## src/hw/rtl/dfs_cc_ram.sv

```systemverilog
// ----------------------------------------------------------------------------
// DFS connected components RAM
// Simple dual-port memory with one write port and a registered read port.
// ----------------------------------------------------------------------------
`default_nettype none

module dfs_cc_ram #(
  parameter int WIDTH = 8,
  parameter int DEPTH = 16
) (
  input  wire logic                     clk,
  input  wire logic                     we,
  input  wire logic [$clog2(DEPTH)-1:0] waddr,
  input  wire logic [WIDTH-1:0]         wdata,
  input  wire logic [$clog2(DEPTH)-1:0] raddr,
  output logic      [WIDTH-1:0]         rdata
);

  logic [WIDTH-1:0] mem [DEPTH];

  always_ff @(posedge clk) begin
    if (we) begin
      mem[waddr] <= wdata;
    end
    rdata <= mem[raddr];
  end

endmodule

`default_nettype wire

```

## config.mk

```make
export PLATFORM = sky130hd
export DESIGN_NAME = dfs_cc_ram
export DESIGN_NICKNAME = d
export VERILOG_FILES = /design/src/hw/rtl/dfs_cc_ram.sv
export SDC_FILE = /design/constraint.sdc
export NUM_CORES = 1
export LEC_CHECK = 0
export ABC_CLOCK_PERIOD_IN_PS = 1600
export BUFFER_PORTS_ARGS = -buffer_cell sky130_fd_sc_hd__buf_2
export CORE_MARGIN = 8
export CORE_UTILIZATION = 42
export CTS_CLUSTER_DIAMETER = 100
export CTS_CLUSTER_SIZE = 16
export DETAILED_ROUTE_END_ITERATION = 10
export GPL_TIMING_DRIVEN = 0
export PLACE_DENSITY_LB_ADDON = 0.15
export SYNTH_ARGS = -nofsm -noshare
export SYNTH_HDL_FRONTEND = slang
export SYNTH_SLANG_ARGS = --single-unit
```

## constraint.sdc

```tcl
create_clock -name clk -period 1.6 [get_ports clk]
set_input_delay 0.16 -clock clk [delete_from_list [all_inputs] [get_ports clk]]
set_output_delay 0.16 -clock clk [all_outputs]
set_load 0.03 [all_outputs]
```

After elaboration in Yosys (flattened, before gate mapping)
Memory sizes are Yosys's and may differ from the RTL's. A register that Yosys moved wholly into a read port is not among the register bits.
Cells that the tools add are included.
Widths: inputs -> output; s select.
{ "word_totals": {"register_bits": 0, "mem_bits_rw": 128, "in_bits": 18, "output_inout_bits": 8, "word_cells": 3, "n_memories": 1} }
{ "op_classes": {"muxes": 2} }
{ "memory_table": {"columns": ["memory", "words", "word_bits", "read_ports", "rd_ports_with_merged_regs", "wr", "line", "text"], "rows": [
  ["mem", 16, 8, 1, 1, 1, "19", "logic [WIDTH-1:0] mem [DEPTH];"]
]} }
{ "ops": {"columns": ["op", "n"], "rows": [
  ["$mux 1", 2]
]} }

Logic depth before layout (Yosys ltp)
{ "logic_depth": {"depth_word": 2, "depth_mapped": 5, "mapped_depth_nobuf": 3} }

Worst setup path after synthesis
Ideal clock, no wire load.
{ "synth_path": {"path_kind": "input to register", "from": "input port waddr[2]", "to": "memory mem[0][0] (enable)", "setup_time_ns": 0.383, "arrival_time_ns": 1.270, "path_slack_ns": -0.053, "path_stages": 2, "n_path_buf": 0, "path_cell_list": "or3b_2 -> nor3_1"} }
{ "synth_lines": {"columns": ["element", "line", "text"], "rows": [
  ["start, declared", "13", "input wire logic [$clog2(DEPTH)-1:0] waddr,"],
  ["end, declared", "19", null]
]} }
No word-level cell before the write port.

Final worst setup path
{ "layout_path": {"from": "input port waddr[2]", "to": "memory mem[0][3] (enable)"} }
No word-level cell before the write port.

==> reports/qor.csv <==
stage,metric,value,unit
status,outcome,completed,
place,dpl_cell_area,5470,um^2
floorplanning,die-area,16100,um^2
worst_setup_path,r2r_cells,3,
yosys,ys_types,19,
yosys,synth_commonest_cells,"edfxtp_1, mux4_2, a22oi_1",
global_route,grt_usage,0.140,
layout,num_antenna_cells,0,
yosys,avgSynthCellArea,22.5,um^2
yosys,synthFlopType,edfxtp_1,
routing,wl_per_cell,24.3,um
sta,hold_viol,0,
yosys,ys_seq_elements,136,
cts,cts_tree,done,
min_path,worstHoldPathType,input pin to register,
global_route,overflow,0,
worst_setup_path,cp_max_fo,8,
global_route,grt_pass1_vias,2510,
worst_setup_path,crit_chain,buf_2 > or3b_2 > nor3_2,
routing,final_antenna_net_count,0,
pwr,vdd.ir_drop.worst,0.676,mV
cts,cts_buffer_depth,2,
sta,post-route-min-period,1530,ps
routing,route.final.wire_length,10500,um
worst_setup_path,rr_endpoint,rdata[2]$_DFF_P_,
floorplanning,rows,40,
global_route,grt_pass1_wl,15900,um
yosys,yosys.area.top_type,edfxtp_1,
sta,rsz0062_at_grt,yes,
cts,cts-root-buf,clkbuf_16,
yosys,synthCells,229,
place,place_congestion,0.710,
floorplanning,ioPinCount,26,
sta,setup_violations,0,
worst_setup_path,cp-start-kind,input pin,
min_path,min_path_cells,1,
sta,clock_skew,5.98,ps
sta,final_max_slew_viol_count,0,
yosys,yosysTopAreaCellShare,0.747,
worst_setup_path,r2r_slack,130,ps
sta,max_slew_margin,0.316,
cts,cts_setup_buffers,0,
min_path,holdCritStartpoint,wdata[2],
cts,worstSkewPairLatency,410,ps
yosys,ys_warn_count,0,
sta,fmax,656,MHz
yosys,ys_top_cells_by_area,"edfxtp_1, mux4_2, mux4_1, dfxtp_1, a22oi_1",
floorplanning,core_area,12000,um^2
routing,dr.pass1.iters,4,
yosys,synth-edff-count,128,
yosys,async_reset_ff_frac,0,
yosys,post-synth-top-count-cell,edfxtp_1,
sta,worst_slew_pin_slew,1020,ps
cts,ctsHtreeMaxLevel,4,
worst_setup_path,reg2reg_from,mem[2][2]$_DFFE_PP_,
worst_setup_path,crit_family,simple AND/OR/NAND/NOR gates,
worst_setup_path,endpoint_kind,register,
routing,dr.first_iter.drc_count,254,
layout,areaGrowthSynthToFinish,17.1,%
layout,nets,290,
cts,clkTransAtPathRegs,50,ps
layout,finalInstanceArea,6030,um^2
cts,cts_inserted_buffers,17,
yosys,synthesis.area,5150,um^2
global_route,grt_max_degree,17,
worst_setup_path,slowest_stage,nor3_2,
pwr,powerDensity,1330,nW/um^2
layout,layout-drive-gt1-share,0.309,
floorplanning,die_h,127,um
yosys,ys_seq_area_frac,0.778,
floorplanning,die_w,127,um
sta,fin_hold_ws,136,ps
worst_setup_path,cp.required,1630,ps
global_route,antenna_found_initial,1,
routing,drc_errors,0,
routing,vias,2370,
worst_setup_path,slowest_delay,750,ps
cts,hold_buffers,0,
sta,fin_crit_sh,0.953,
floorplanning,initial_core_util,0.429,
min_path,hold-path-endpoint,mem[15][2]$_DFFE_PP_,
routing,vias_per_cell,5.49,
job,cap_violations,0,
worst_setup_path,worst-endpoint-arrival,1550,ps
cts,cts.sinks,136,
yosys,syn_nets,247,
worst_setup_path,critPathKind,input pin to register,
place,dp_hpwl,6670,um
worst_setup_path,path_buf_inv,1,
pwr,p_leak,2.02,nW
place,place.port_buffers,24,
power by group:
part	internal (mW)	switching (mW)
logic	0.158	0.262
clock network	2.23	1.35
registers	3.99	0.0192
per-stage QoR:
step / power [mW] / std cells / TNS, ps / utilization / setup WS, ps
3_5_place_dp: 4.51 / 400 / -16810 / 0.455 / -389
6_report: 8.01 / 432 / 0 / 0.502 / 74.9
3_3_place_gp: 4.49 / 400 / -24120 / 0.454 / -560
2_1_floorplan: 4.32 / 229 / 0 / - / 174
4_1_cts: 8.06 / 432 / 0 / 0.501 / 39.5
5_1_grt: 8.25 / 432 / -39.5 / 0.502 / -5.63
worst register-to-register path, stage by stage (launching register included):
cell      delay, ps
edfxtp_1        360
mux4_1          520
a22oi_1         330
nand2_1         130
routing by layer:
layer  up-vias  track usage  share of wire  wire length, um
met5         -            0        0.00095               10
met4         2       0.0483          0.016              163
met3        11       0.0503          0.037              384
met2        54        0.213           0.50             5250
met1      1245        0.184           0.45             4710
li1       1058            -              -                -
repair_timing:
| item | 4_1_cts | 5_1_grt |
|---|---|---|
| endpoints found under the setup margin | 0 | 24 |
| hold endpoints to repair | 0 | 0 |
| gates resized for setup | 0 | 3 |
flip-flops by register name (all words and copies together), names as in the netlist:
name and count:
rdata 8, mem 128
worst max path at each step:
stage               cells past startpoint             endpoint  slack (ps)      from
floorplan                               2  mem[3][0]$_DFFE_PP_         170  waddr[2]
global placement                        3  mem[4][7]$_DFFE_PP_        -560  waddr[3]
global route                            3  mem[0][3]$_DFFE_PP_          -6  waddr[2]
detailed placement                      3  mem[1][4]$_DFFE_PP_        -390  waddr[2]
finish                                  3  mem[0][3]$_DFFE_PP_          70  waddr[2]
CTS                                     3  mem[1][7]$_DFFE_PP_          40  waddr[2]
cells in the final DEF (no fill, tap or decap):
cell / netlist / routed
mux4_2: 18 / 18
nand2b_1: 2 / 2
buf_4: 1 / 1
nor2_2: 0 / 2
and2_1: 1 / 1
and2b_1: 1 / 1
nand3_1: 1 / 1
nor2b_1: 1 / 1
clkdlybuf4s25_2: 3 / 3
a22oi_1: 16 / 16
bufinv_16: 0 / 1
clkbuf_1: 0 / 2
nand2_1: 9 / 9
clkinv_2: 0 / 7
clkinvlp_4: 0 / 1
clkinv_1: 0 / 1
buf_6: 3 / 3
nor2_1: 13 / 11
edfxtp_1: 128 / 128
dfxtp_1: 8 / 8
mux4_1: 14 / 14
buf_2: 3 / 27
nor3_2: 0 / 4
nand3b_1: 2 / 2
or3b_2: 1 / 1
clkbuf_8: 0 / 3
clkbuf_16: 0 / 17
layout make-up:
type,instances,area (um^2)
Timing Repair Buffer,24,120
Multi-Input combinational cell,83,1080
Clock buffer,22,474
Buffer,10,86.3
Tap cell,147,184
Sequential cell,136,4000
Clock inverter,10,76.3
Fill cell,973,5980
cell families after synthesis:
group | count (synthesis) | share of synthesized area
buf+inv | 10 | 0.0168
compound gates | 16 | 0.0233
simple gates | 35 | 0.0318
mux | 32 | 0.150
flops | 136 | 0.778
Note: power is estimated with default switching activity, not from simulation.
